**config.mk**
```make
export PLATFORM = sky130hd
export DESIGN_NAME = subtitle_format_tag_parser_flat
export DESIGN_NICKNAME = d
export VERILOG_FILES = /design/src/sv/tfp_pkg.sv /design/src/sv/tfp_if.sv /design/src/sv/tfp_tag_engine.sv /design/src/sv/tfp_font_reader.sv /design/src/sv/tfp_out_buffer.sv /design/src/sv/subtitle_format_tag_parser.sv /design/src/flat_wrapper.sv
export SDC_FILE = /design/constraint.sdc
export NUM_CORES = 1
export LEC_CHECK = 0
export ABC_CLOCK_PERIOD_IN_PS = 19700
export BUFFER_PORTS_ARGS = -buffer_cell sky130_fd_sc_hd__buf_2
export CAP_MARGIN = 0
export CORE_MARGIN = 8
export CORE_UTILIZATION = 50
export CTS_CLUSTER_SIZE = 20
export DETAILED_ROUTE_END_ITERATION = 8
export GPL_ROUTABILITY_DRIVEN = 1
export PLACE_DENSITY_LB_ADDON = 0.08
export SLEW_MARGIN = 20
export SYNTH_ARGS = -nofsm -noshare
export SYNTH_HDL_FRONTEND = slang
export SYNTH_HIERARCHICAL = 1
export SYNTH_SLANG_ARGS = --single-unit
```
**constraint.sdc**
```tcl
create_clock -name clk -period 19.7 [get_ports clk]
set_clock_uncertainty 0.1 [all_clocks]
set_input_delay 1.97 -clock clk [delete_from_list [all_inputs] [get_ports clk]]
set_output_delay 1.97 -clock clk [all_outputs]
set_load 0.05 [all_outputs]
```
**src/sv/tfp_pkg.sv**
```systemverilog
package tfp_pkg;

  // size of the font name stores
  localparam int FONT_BYTES = 64;
  localparam int ADDR_W     = (FONT_BYTES > 1) ? $clog2(FONT_BYTES) : 1;
  // character counter, wide enough to hold the depth and the colour digit count
  localparam int CNT_W      = ($clog2(FONT_BYTES) + 1 > 4) ? $clog2(FONT_BYTES) + 1 : 4;
  localparam int LEN_W      = 6;
  localparam int SIZE_W     = 33;
  localparam int PROD_W     = 36;
  localparam int COLOR_W    = 24;
  localparam int HEX_DIGITS = 6;

  // tag letters, lower case
  localparam logic [7:0] LT_Y = 8'h79;
  localparam logic [7:0] LT_C = 8'h63;
  localparam logic [7:0] LT_F = 8'h66;
  localparam logic [7:0] LT_S = 8'h73;
  localparam logic [7:0] LT_H = 8'h68;
  localparam logic [7:0] LT_P = 8'h70;
  localparam logic [7:0] LT_O = 8'h6F;

  // style letters
  localparam logic [7:0] CH_I = 8'h69;
  localparam logic [7:0] CH_B = 8'h62;
  localparam logic [7:0] CH_U = 8'h75;

  // separators, prefixes and digit bounds
  localparam logic [7:0] CH_COMMA  = 8'h2C;
  localparam logic [7:0] CH_SPACE  = 8'h20;
  localparam logic [7:0] CH_TAB    = 8'h09;
  localparam logic [7:0] CH_DOLLAR = 8'h24;
  localparam logic [7:0] CH_HASH   = 8'h23;
  localparam logic [7:0] CH_0      = 8'h30;
  localparam logic [7:0] CH_9      = 8'h39;
  localparam logic [7:0] CH_UP_A   = 8'h41;
  localparam logic [7:0] CH_UP_Z   = 8'h5A;
  localparam logic [7:0] CH_LO_A   = 8'h61;
  localparam logic [7:0] CH_LO_F   = 8'h66;
  localparam logic [7:0] CASE_GAP  = 8'h20;
  localparam logic [7:0] HEX_TEN   = 8'h0A;

  // style bit positions
  localparam int ST_ITALIC = 0;
  localparam int ST_BOLD   = 1;
  localparam int ST_UNDER  = 2;
  localparam int ST_STRIKE = 3;

  typedef struct packed {
    logic [7:0] tag_letter;
    logic [7:0] value_char;
    logic       char_present;
    logic       value_end;
  } item_t;

  typedef struct packed {
    logic [3:0]         styles;
    logic [COLOR_W-1:0] color;
    logic               color_set;
    logic [31:0]        size;
    logic               size_set;
    logic               font_set;
    logic [LEN_W-1:0]   font_len;
  } fmt_t;

  typedef struct packed {
    logic               malformed;
    logic               recognized;
    logic [3:0]         style_bits;
    logic [COLOR_W-1:0] color_rgb;
    logic               color_set;
    logic [31:0]        font_size;
    logic               size_set;
    logic               font_set;
    logic [LEN_W-1:0]   font_name_length;
    logic [7:0]         font_byte;
    logic               run_end;
  } res_t;

  // staging store write request
  typedef struct packed {
    logic              en;
    logic [ADDR_W-1:0] addr;
    logic [7:0]        data;
  } wr_t;

  // font run start request
  typedef struct packed {
    logic              start;
    logic [ADDR_W-1:0] len;
  } run_t;

  function automatic logic [7:0] lower_ascii(input logic [7:0] c);
    lower_ascii = (c >= CH_UP_A && c <= CH_UP_Z) ? c + CASE_GAP : c;
  endfunction

  // bit 4 set when the character is a hex digit
  function automatic logic [4:0] hex_nibble(input logic [7:0] c);
    logic [7:0] lc;
    lc = lower_ascii(c);
    if (c >= CH_0 && c <= CH_9) begin
      hex_nibble = {1'b1, c[3:0]};
    end else if (lc >= CH_LO_A && lc <= CH_LO_F) begin
      hex_nibble = {1'b1, 4'(lc - CH_LO_A + HEX_TEN)};
    end else begin
      hex_nibble = 5'd0;
    end
  endfunction

endpackage

```
**src/sv/tfp_if.sv**
```systemverilog
interface tfp_in_if;
  logic       valid;
  logic       ready;
  logic [7:0] tag_letter;
  logic [7:0] value_char;
  logic       char_present;
  logic       value_end;

  modport source (output valid, tag_letter, value_char, char_present, value_end,
                  input ready);
  modport sink (input valid, tag_letter, value_char, char_present, value_end,
                output ready);
endinterface

interface tfp_out_if;
  logic        valid;
  logic        ready;
  logic        malformed;
  logic        recognized;
  logic [3:0]  style_bits;
  logic [23:0] color_rgb;
  logic        color_set;
  logic [31:0] font_size;
  logic        size_set;
  logic        font_set;
  logic [5:0]  font_name_length;
  logic [7:0]  font_byte;
  logic        run_end;

  modport source (output valid, malformed, recognized, style_bits, color_rgb, color_set,
                  font_size, size_set, font_set, font_name_length, font_byte, run_end,
                  input ready);
  modport sink (input valid, malformed, recognized, style_bits, color_rgb, color_set,
                font_size, size_set, font_set, font_name_length, font_byte, run_end,
                output ready);
endinterface

```
**src/sv/tfp_tag_engine.sv**
```systemverilog
module tfp_tag_engine (
  input  logic           clk,
  input  logic           rst,
  input  logic           accept,
  input  tfp_pkg::item_t item,
  output tfp_pkg::fmt_t  fmt,
  output logic           sum_valid,
  output tfp_pkg::res_t  sum,
  output tfp_pkg::wr_t   wr,
  output tfp_pkg::run_t  run
);
  import tfp_pkg::*;

  logic               in_tag;
  logic [7:0]         active_letter;
  logic [CNT_W-1:0]   char_count;
  logic [COLOR_W-1:0] col_acc;
  logic [SIZE_W-1:0]  size_acc;
  logic [3:0]         pending_styles;
  logic               error_seen;
  logic               color_prefix;

  logic [7:0]         letter;
  logic [7:0]         lc;
  logic [4:0]         hx;
  logic [CNT_W-1:0]   cnt_b, cnt_next, pos_adj, digits;
  logic [COLOR_W-1:0] col_b, col_next;
  logic [SIZE_W-1:0]  size_b, size_next;
  logic [PROD_W-1:0]  size_prod;
  logic [3:0]         pend_b, pend_next;
  logic               err_b, err_next, pfx_b, pfx_next;
  logic               bad, rec, font_ok;
  fmt_t               fmt_next;
  logic [CNT_W+LEN_W-1:0] len_ext;

  // character step on the running accumulators
  always_comb begin
    letter    = in_tag ? active_letter : lower_ascii(item.tag_letter);
    cnt_b     = in_tag ? char_count : '0;
    col_b     = in_tag ? col_acc : '0;
    size_b    = in_tag ? size_acc : '0;
    pend_b    = in_tag ? pending_styles : '0;
    err_b     = in_tag ? error_seen : 1'b0;
    pfx_b     = in_tag ? color_prefix : 1'b0;
    cnt_next  = cnt_b;
    col_next  = col_b;
    size_next = size_b;
    pend_next = pend_b;
    err_next  = err_b;
    pfx_next  = pfx_b;
    wr        = '0;
    lc        = lower_ascii(item.value_char);
    hx        = hex_nibble(item.value_char);
    pos_adj   = cnt_b - CNT_W'(pfx_b);
    size_prod = (PROD_W'(size_b[31:0]) << 3) + (PROD_W'(size_b[31:0]) << 1)
              + PROD_W'(item.value_char[3:0]);
    if (item.char_present) begin
      case (letter)
        LT_Y: begin
          if (lc == CH_I) begin
            pend_next[ST_ITALIC] = 1'b1;
          end else if (lc == CH_B) begin
            pend_next[ST_BOLD] = 1'b1;
          end else if (lc == CH_U) begin
            pend_next[ST_UNDER] = 1'b1;
          end else if (lc == LT_S) begin
            pend_next[ST_STRIKE] = 1'b1;
          end else if (lc != CH_COMMA && lc != CH_SPACE && lc != CH_TAB) begin
            err_next = 1'b1;
          end
        end
        LT_C: begin
          if (cnt_b == '0 && (item.value_char == CH_DOLLAR || item.value_char == CH_HASH)) begin
            pfx_next = 1'b1;
          end else if (!hx[4]) begin
            err_next = 1'b1;
          end else if (pos_adj < CNT_W'(HEX_DIGITS)) begin
            col_next = {col_b[COLOR_W-5:0], hx[3:0]};
          end
        end
        LT_F: begin
          if (cnt_b < CNT_W'(FONT_BYTES - 1)) begin
            wr.en   = 1'b1;
            wr.addr = cnt_b[ADDR_W-1:0];
            wr.data = item.value_char;
          end
        end
        LT_S: begin
          if (item.value_char < CH_0 || item.value_char > CH_9) begin
            err_next = 1'b1;
          end else if (!size_b[SIZE_W-1]) begin
            if (size_prod[PROD_W-1:32] != '0) begin
              size_next = {1'b1, 32'd0};
            end else begin
              size_next = size_prod[SIZE_W-1:0];
            end
          end
        end
        default: begin
        end
      endcase
      // counter sticks at its top value
      if (cnt_b != '1) begin
        cnt_next = cnt_b + CNT_W'(1);
      end
    end
  end

  // commit on the last character
  always_comb begin
    fmt_next = fmt;
    bad      = 1'b0;
    rec      = 1'b1;
    font_ok  = 1'b0;
    digits   = cnt_next - CNT_W'(pfx_next);
    len_ext  = {{LEN_W{1'b0}}, cnt_next};
    case (letter)
      LT_Y: begin
        bad = err_next;
        if (!bad) begin
          fmt_next.styles = pend_next;
        end
      end
      LT_C: begin
        bad = err_next || digits != CNT_W'(HEX_DIGITS);
        if (!bad) begin
          fmt_next.color     = {col_next[7:0], col_next[15:8], col_next[23:16]};
          fmt_next.color_set = 1'b1;
        end
      end
      LT_F: begin
        bad = cnt_next == '0 || cnt_next >= CNT_W'(FONT_BYTES);
        if (!bad) begin
          font_ok           = 1'b1;
          fmt_next.font_set = 1'b1;
          fmt_next.font_len = len_ext[LEN_W-1:0];
        end
      end
      LT_S: begin
        bad = err_next || cnt_next == '0 || size_next == '0 || size_next[SIZE_W-1];
        if (!bad) begin
          fmt_next.size     = size_next[31:0];
          fmt_next.size_set = 1'b1;
        end
      end
      LT_H, LT_P, LT_O: begin
      end
      default: begin
        rec = 1'b0;
      end
    endcase
  end

  // summary result and font run request
  always_comb begin
    sum_valid            = accept && item.value_end && !font_ok;
    sum.malformed        = bad;
    sum.recognized       = rec;
    sum.style_bits       = fmt_next.styles;
    sum.color_rgb        = fmt_next.color;
    sum.color_set        = fmt_next.color_set;
    sum.font_size        = fmt_next.size;
    sum.size_set         = fmt_next.size_set;
    sum.font_set         = fmt_next.font_set;
    sum.font_name_length = fmt_next.font_len;
    sum.font_byte        = 8'd0;
    sum.run_end          = 1'b1;
    run.start            = accept && item.value_end && font_ok;
    run.len              = cnt_next[ADDR_W-1:0];
  end

  // tag state and kept format
  always_ff @(posedge clk) begin
    if (rst) begin
      in_tag         <= 1'b0;
      active_letter  <= '0;
      char_count     <= '0;
      col_acc        <= '0;
      size_acc       <= '0;
      pending_styles <= '0;
      error_seen     <= 1'b0;
      color_prefix   <= 1'b0;
      fmt            <= '0;
    end else if (accept) begin
      in_tag         <= !item.value_end;
      active_letter  <= letter;
      char_count     <= cnt_next;
      col_acc        <= col_next;
      size_acc       <= size_next;
      pending_styles <= pend_next;
      error_seen     <= err_next;
      color_prefix   <= pfx_next;
      if (item.value_end) begin
        fmt <= fmt_next;
      end
    end
  end

endmodule

```
**src/sv/tfp_font_reader.sv**
```systemverilog
module tfp_font_reader (
  input  logic          clk,
  input  logic          rst,
  input  tfp_pkg::wr_t  wr,
  input  tfp_pkg::run_t run,
  input  logic          take,
  output logic          busy,
  output logic          rd_valid,
  output logic [7:0]    rd_byte,
  output logic          rd_last
);
  import tfp_pkg::*;

  logic [7:0]        staging [FONT_BYTES];
  logic              issuing;
  logic [ADDR_W-1:0] issue_idx;
  logic [ADDR_W-1:0] run_len;
  logic              rd_en;
  logic              at_end;

  assign at_end = issue_idx == run_len - ADDR_W'(1);
  assign rd_en  = issuing && (!rd_valid || take);
  assign busy   = issuing || rd_valid;

  // staging store, one write and one registered read port
  always_ff @(posedge clk) begin
    if (wr.en) begin
      staging[wr.addr] <= wr.data;
    end
    if (rd_en) begin
      rd_byte <= staging[issue_idx];
      rd_last <= at_end;
    end
  end

  // read sequencer over the font bytes
  always_ff @(posedge clk) begin
    if (rst) begin
      issuing   <= 1'b0;
      issue_idx <= '0;
      run_len   <= '0;
      rd_valid  <= 1'b0;
    end else begin
      if (run.start) begin
        issuing   <= 1'b1;
        issue_idx <= '0;
        run_len   <= run.len;
      end else if (rd_en) begin
        issue_idx <= issue_idx + ADDR_W'(1);
        if (at_end) begin
          issuing <= 1'b0;
        end
      end
      if (rd_en) begin
        rd_valid <= 1'b1;
      end else if (take) begin
        rd_valid <= 1'b0;
      end
    end
  end

endmodule

```
**src/sv/tfp_out_buffer.sv**
```systemverilog
module tfp_out_buffer (
  input  logic          clk,
  input  logic          rst,
  input  logic          prod_valid,
  input  tfp_pkg::res_t prod,
  output logic          skid_full,
  tfp_out_if.source     result
);
  import tfp_pkg::*;

  logic out_valid;
  res_t out_data;
  res_t skid_data;
  logic out_free;

  assign out_free  = !out_valid || result.ready;

  // output register with one skid entry behind it
  always_ff @(posedge clk) begin
    if (rst) begin
      out_valid <= 1'b0;
      skid_full <= 1'b0;
    end else if (out_free) begin
      out_valid <= skid_full || prod_valid;
      skid_full <= skid_full && prod_valid;
    end else if (prod_valid) begin
      skid_full <= 1'b1;
    end
  end

  always_ff @(posedge clk) begin
    if (out_free) begin
      out_data  <= skid_full ? skid_data : prod;
      skid_data <= prod;
    end else if (prod_valid) begin
      skid_data <= prod;
    end
  end

  assign result.valid            = out_valid;
  assign result.malformed        = out_data.malformed;
  assign result.recognized       = out_data.recognized;
  assign result.style_bits       = out_data.style_bits;
  assign result.color_rgb        = out_data.color_rgb;
  assign result.color_set        = out_data.color_set;
  assign result.font_size        = out_data.font_size;
  assign result.size_set         = out_data.size_set;
  assign result.font_set         = out_data.font_set;
  assign result.font_name_length = out_data.font_name_length;
  assign result.font_byte        = out_data.font_byte;
  assign result.run_end          = out_data.run_end;

endmodule

```
**src/sv/subtitle_format_tag_parser.sv**
```systemverilog
// Parses subtitle formatting tags (y style, c colour, f font name, s size; h, p and o are
// taken and ignored) fed one value character per request, and keeps the current format.
// Every request that is not the last of its tag gives no result; the last one gives one
// summary result. A good font tag of N bytes instead gives N results, one font byte each,
// read back from the staging store through its single read port: the first passes the read
// and output registers, and the rest follow one a cycle while the output side takes them.
// No new request is taken until the last of them has left the read stage. A skid entry
// behind the output register lets requests keep flowing while one result waits.
module subtitle_format_tag_parser (
  input  logic     clk,
  input  logic     rst,
  tfp_in_if.sink   item,
  tfp_out_if.source result
);
  import tfp_pkg::*;

  item_t item_data;
  logic  accept;
  fmt_t  fmt;
  logic  sum_valid;
  res_t  sum;
  wr_t   wr;
  run_t  run;
  logic  busy;
  logic  rd_valid;
  logic  rd_last;
  logic  rd_take;
  logic [7:0] rd_byte;
  logic  skid_full;
  logic  prod_valid;
  res_t  prod;

  assign item_data = '{tag_letter: item.tag_letter, value_char: item.value_char,
                       char_present: item.char_present, value_end: item.value_end};
  assign item.ready = !busy && !skid_full;
  assign accept     = item.valid && item.ready;
  assign rd_take    = rd_valid && !skid_full;

  tfp_tag_engine u_engine (
    .clk       (clk),
    .rst       (rst),
    .accept    (accept),
    .item      (item_data),
    .fmt       (fmt),
    .sum_valid (sum_valid),
    .sum       (sum),
    .wr        (wr),
    .run       (run)
  );

  tfp_font_reader u_reader (
    .clk      (clk),
    .rst      (rst),
    .wr       (wr),
    .run      (run),
    .take     (rd_take),
    .busy     (busy),
    .rd_valid (rd_valid),
    .rd_byte  (rd_byte),
    .rd_last  (rd_last)
  );

  // font run results carry the kept format, summaries come from the engine
  always_comb begin
    prod_valid = sum_valid || rd_take;
    if (rd_take) begin
      prod.malformed        = 1'b0;
      prod.recognized       = 1'b1;
      prod.style_bits       = fmt.styles;
      prod.color_rgb        = fmt.color;
      prod.color_set        = fmt.color_set;
      prod.font_size        = fmt.size;
      prod.size_set         = fmt.size_set;
      prod.font_set         = fmt.font_set;
      prod.font_name_length = fmt.font_len;
      prod.font_byte        = rd_byte;
      prod.run_end          = rd_last;
    end else begin
      prod = sum;
    end
  end

  tfp_out_buffer u_out (
    .clk        (clk),
    .rst        (rst),
    .prod_valid (prod_valid),
    .prod       (prod),
    .skid_full  (skid_full),
    .result     (result)
  );

endmodule

```
**src/flat_wrapper.sv**
```systemverilog
// flat-port wrapper written by rule: the top's interface ports become plain ports
module subtitle_format_tag_parser_flat import tfp_pkg::*;
  (clk, rst, item_valid, item_tag_letter, item_value_char, item_char_present, item_value_end, item_ready, result_valid, result_malformed, result_recognized, result_style_bits, result_color_rgb, result_color_set, result_font_size, result_size_set, result_font_set, result_font_name_length, result_font_byte, result_run_end, result_ready);
  tfp_in_if item_i ();
  tfp_out_if result_i ();
  input  logic clk;
  input  logic rst;
  input wire logic [$bits(item_i.valid)-1:0] item_valid;
  input wire logic [$bits(item_i.tag_letter)-1:0] item_tag_letter;
  input wire logic [$bits(item_i.value_char)-1:0] item_value_char;
  input wire logic [$bits(item_i.char_present)-1:0] item_char_present;
  input wire logic [$bits(item_i.value_end)-1:0] item_value_end;
  output wire logic [$bits(item_i.ready)-1:0] item_ready;
  output wire logic [$bits(result_i.valid)-1:0] result_valid;
  output wire logic [$bits(result_i.malformed)-1:0] result_malformed;
  output wire logic [$bits(result_i.recognized)-1:0] result_recognized;
  output wire logic [$bits(result_i.style_bits)-1:0] result_style_bits;
  output wire logic [$bits(result_i.color_rgb)-1:0] result_color_rgb;
  output wire logic [$bits(result_i.color_set)-1:0] result_color_set;
  output wire logic [$bits(result_i.font_size)-1:0] result_font_size;
  output wire logic [$bits(result_i.size_set)-1:0] result_size_set;
  output wire logic [$bits(result_i.font_set)-1:0] result_font_set;
  output wire logic [$bits(result_i.font_name_length)-1:0] result_font_name_length;
  output wire logic [$bits(result_i.font_byte)-1:0] result_font_byte;
  output wire logic [$bits(result_i.run_end)-1:0] result_run_end;
  input wire logic [$bits(result_i.ready)-1:0] result_ready;
  assign item_i.valid = item_valid;
  assign item_i.tag_letter = item_tag_letter;
  assign item_i.value_char = item_value_char;
  assign item_i.char_present = item_char_present;
  assign item_i.value_end = item_value_end;
  assign item_ready = item_i.ready;
  assign result_valid = result_i.valid;
  assign result_malformed = result_i.malformed;
  assign result_recognized = result_i.recognized;
  assign result_style_bits = result_i.style_bits;
  assign result_color_rgb = result_i.color_rgb;
  assign result_color_set = result_i.color_set;
  assign result_font_size = result_i.font_size;
  assign result_size_set = result_i.size_set;
  assign result_font_set = result_i.font_set;
  assign result_font_name_length = result_i.font_name_length;
  assign result_font_byte = result_i.font_byte;
  assign result_run_end = result_i.run_end;
  assign result_i.ready = result_ready;
  subtitle_format_tag_parser u_core (.clk(clk), .rst(rst), .item(item_i), .result(result_i));
endmodule
```
==> out/results.tsv <==
stage	metric	value	unit
route	Avg WL per Cell	24.0	um
global_route	global-route wire length before repair	149000	um
power_and_ir_drop	Sw Share	21.3	%
timing	RSZ-0062 raised after global routing	false	
die	die height	300	um
synthesis	Ys Warns	6	
final_layout	Final Cell Area	0.0443	mm2
final_layout	Syn-to-layout area delta	9.89	%
setup_path	Worst R2R Start	u_core/u_engine/in_tag	
route	Detailed Routing Iterations Pass 1	6	
setup_path	CP Max Fanout	33	
global_route	total global-route track usage	21.3	%
die	I/O pin total	104	
cts	clk_lat worst skew	0.64	ns
final_layout	Final Non-Filler Cells	4105	
cts	# resized after CTS	0	
cts	CTS Buffer Depth	3	
setup_path	Startpoint Class	input pin	
die	die area	0.0900	mm2
setup_path	CP Buf/Inv Count	3	
final_layout	Fill cells	6578	
setup_path	CP max stage cell	o311ai_1	
setup_path	critical path class	in2reg	
die	die width	300	um
timing	setup TNS	0	ns
global_route	initial antenna violation count	3	
place	GP Congestion	0.900	
final_layout	multi-input logic area	0.0151	mm2
setup_path	Crit path max-delay family	compound AO/OA/AOI/OAI gates	
place	detailed placement HPWL	63000	um
synthesis	Top FF cell, synth	edfxtp_1	
die	# rows	104	
die	initial core utilization	50.3	%
power_and_ir_drop	Power Dens Cells	84.8	mW/mm2
route	drt total wl	98400	um
final_layout	layout net count	3066	
power_and_ir_drop	Sequential Power Share	51.5	%
power_and_ir_drop	P_sw	801	uW
power_and_ir_drop	Max VDD drop	72.0	uV
route	DRC Markers	0	
min_path	Worst Hold Launch	u_core/u_engine/pending_styles[1]	
synthesis	Mapped Cells	2919	
timing	max-slew violation total from the final report	0	
timing	f_max	137	MHz
setup_path	Worst EP arrival	7.57	ns
power_and_ir_drop	Logic pwr share	3.3	%
power_and_ir_drop	clock power share	45.2	%
route	antenna viol nets, final	0	
synthesis	Yosys reg bits	845	
timing	Worst-Margin Slew	1.09	ns
min_path	worst min path class	reg2reg	
synthesis	post-synthesis average cell area	13.8	um2
cts	Post-CTS Setup Bufs	0	
die	core area	0.0802	mm2
place	Inst Count DP	3935	
route	First DRT Iteration DRCs	2043	
cts	H-tree Lvls	3	
cts	CTS Sinks	845	
global_route	number of global-route vias before repair	24300	
global_route	GR Overflow Total	0	
timing	Relative slew margins	27.4	%
cts	CTS Root Cell	clkbuf_16	
final_layout	layout cells sized above 1	21.2	%
final_layout	register area	0.0238	mm2
final_layout	Post-Route Utilization	55.3	%
setup_path	CP max stage delay	0.63	ns
status	status	complete, no violations	
global_route	largest net degree at the start of global routing	119	
cts	clock-pin slew on the worst setup and hold paths	0.06	ns
setup_path	crit-path cells	buf_2 > xnor2_1 > ha_1 > a31o_2 > ha_1 > o211ai_1 > o211ai_1 > a31oi_1 > o311ai_1 > a31oi_1 > xnor2_1 > nor4bb_1 > buf_4 > a221o_1 > o211ai_4 > buf_4 > mux2_2 > mux2_4 > mux2_4	
synthesis	count of cell types in the netlist	96	
power_and_ir_drop	P_int	2960	uW
setup_path	crit path launch	item_value_char[3]	
cts	cts hold-fix bufs	0	
place	placed cell area	0.0413	mm2
setup_path	data required time of the worst path	19.98	ns
power_and_ir_drop	Pleak	0.0147	uW
synthesis	sequential element share of the synthesized area	58.9	%
route	Vias	24400	
timing	Final period util	37.0	%
cts	CTS tree	built	
place	Port Buffers	103	
timing	fin crit period	7.29	ns
synthesis	Post-synth EDFFs	681	
cts	Num CTS Buffers	89	
job	max_cap viols	0	
synthesis	ys async rst share	0	%
route	Vias/cell	5.93	
synthesis	synthesized area	0.0403	mm2
setup_path	critical path endpoint category	register	
timing	Final Hold Viols	0	
timing	Setup Viol. Count Final	0	
[flip-flops by register name, indices dropped and copies added (netlist names), 6 cells and up]
name and flops:
u_core/u_reader/issue_idx 6, u_core/u_out/result.color_rgb 24, u_core/u_engine/col_acc 24, u_core/u_out/result.font_name_length 6, u_core/u_engine/char_count 7, u_core/u_reader/run_len 6, u_core/u_out/skid_data 80, u_core/u_reader/staging 512
u_core/u_out/result.font_size 32, u_core/u_reader/rd_byte 8, u_core/u_out/result.font_byte 8, u_core/u_engine/active_letter 8, u_core/u_engine/size_acc 33, u_core/u_engine/fmt 69
[layout make-up]
type,instances,area share (%)
antenna,3,0.0169
multi-input combinational,1817,34.1
inverter,68,0.576
timing repair buffer,145,1.92
tap,1060,2.99
clock inverter,57,1.45
clock buffer,110,5.30
sequential,845,53.6
[Yosys cell counts, types with 12 or more instances]
library cell | number | area share, %
edfxtp_1 | 681 | 51
nor2_1 | 298 | 2.8
mux2_4 | 183 | 6.8
mux2i_1 | 181 | 4.5
dfxtp_1 | 164 | 8.1
nand2_1 | 160 | 1.5
a21oi_1 | 114 | 1.4
clkbuf_1 | 91 | 0.85
mux4_2 | 86 | 4.8
ha_1 | 77 | 2.4
inv_1 | 67 | 0.62
a211oi_1 | 57 | 1.1
mux2_2 | 56 | 1.6
and2_1 | 51 | 0.79
o21ai_0 | 49 | 0.61
nor3_1 | 44 | 0.55
a22oi_1 | 43 | 0.80
nand3_1 | 43 | 0.53
buf_4 | 36 | 0.67
buf_2 | 27 | 0.34
xnor2_1 | 27 | 0.59
nand2b_1 | 22 | 0.34
nand4_1 | 20 | 0.31
o22ai_1 | 19 | 0.29
buf_12 | 18 | 0.89
nor2b_1 | 18 | 0.28
xor2_1 | 17 | 0.37
and3_1 | 15 | 0.23
o221ai_1 | 14 | 0.30
o31ai_1 | 13 | 0.24
a221oi_1 | 12 | 0.26
nor4_1 | 12 | 0.19
[worst min-delay path, cell delays in order (launching register included)]
cell     delay [ns]
dfxtp_1        0.31
nand2_1        0.05
a21oi_1        0.05
[placed cells by master (no fill, tap or decap), types with 13 or more instances in the layout]
| cell | instances |
|---|---|
| edfxtp_1 | 681 |
| nor2_1 | 296 |
| mux2_4 | 183 |
| mux2i_1 | 181 |
| nand2_1 | 160 |
| dfxtp_1 | 157 |
| a21oi_1 | 113 |
| buf_2 | 102 |
| clkbuf_16 | 90 |
| mux4_2 | 86 |
| ha_1 | 77 |
| inv_1 | 67 |
| a211oi_1 | 57 |
| mux2_2 | 56 |
| o21ai_0 | 49 |
| and2_1 | 46 |
| nand3_1 | 43 |
| a22oi_1 | 43 |
| buf_4 | 41 |
| nor3_1 | 39 |
| xnor2_1 | 27 |
| clkinv_1 | 23 |
| nand2b_1 | 20 |
| nand4_1 | 20 |
| o22ai_1 | 19 |
| clkbuf_1 | 18 |
| xor2_1 | 17 |
| nor2b_1 | 17 |
| and3_1 | 15 |
| o221ai_1 | 14 |
| o31ai_1 | 13 |
[metrics by stage]
stage / setup WS (ns) / power [uW] / hold WS, ns
2_1_floorplan: 12.68 / 2060 / 0.331
3_3_place_gp: 11.87 / 2090 / 0.345
3_5_place_dp: 11.79 / 2090 / 0.346
4_1_cts: 12.46 / 3790 / 0.357
5_1_grt: 12.16 / 3870 / 0.370
6_report: 12.41 / 3760 / 0.361
[path summary, 6_finish.rpt]
check | end | slack, ns | cells past startpoint
setup reg to reg | u_core/u_out/result.font_size[28] | 12.90 | 17
hold reg to reg | u_core/u_engine/pending_styles[1] | 0.36 | 2
setup / recovery | u_core/u_out/result.font_size[28] | 12.41 | 19
hold / removal | u_core/u_engine/pending_styles[1] | 0.36 | 2
[routing by layer]
| metal | routed length, um | track usage [%] |
|---|---|---|
| met1 | 43000 | 29.1 |
| met2 | 46900 | 35.0 |
| met3 | 5720 | 3.04 |
| met4 | 2730 | 6.72 |
| met5 | 13 | 0 |
[logic make-up (layout without fill, tap and decap cells)]
| kind of cell | after synthesis | in the layout | share of synthesized area (%) |
|---|---|---|---|
| AO/OA/AOI/OAI | 435 | 435 | 7.46 |
| flip-flops | 845 | 845 | 58.9 |
| other | 2 | 12 | 0.0186 |
| AND/OR/NAND/NOR | 745 | 745 | 8.73 |
| adder cells (fa/ha/maj) | 78 | 78 | 2.44 |
| buffers and inverters | 264 | 380 | 3.86 |
| multiplexers | 506 | 506 | 17.7 |
| XOR/XNOR | 44 | 44 | 0.956 |
[power groups by stage]
stage	Sequential, uW	Combinational [uW]	Clock [uW]
6_report	1930	123	1700
4_1_cts	1930	124	1740
3_5_place_dp	1970	123	0
5_1_grt	1930	132	1800
3_3_place_gp	1970	122	0
2_1_floorplan	1990	66.4	0
No activity file was read; power rests on OpenSTA's default activity.
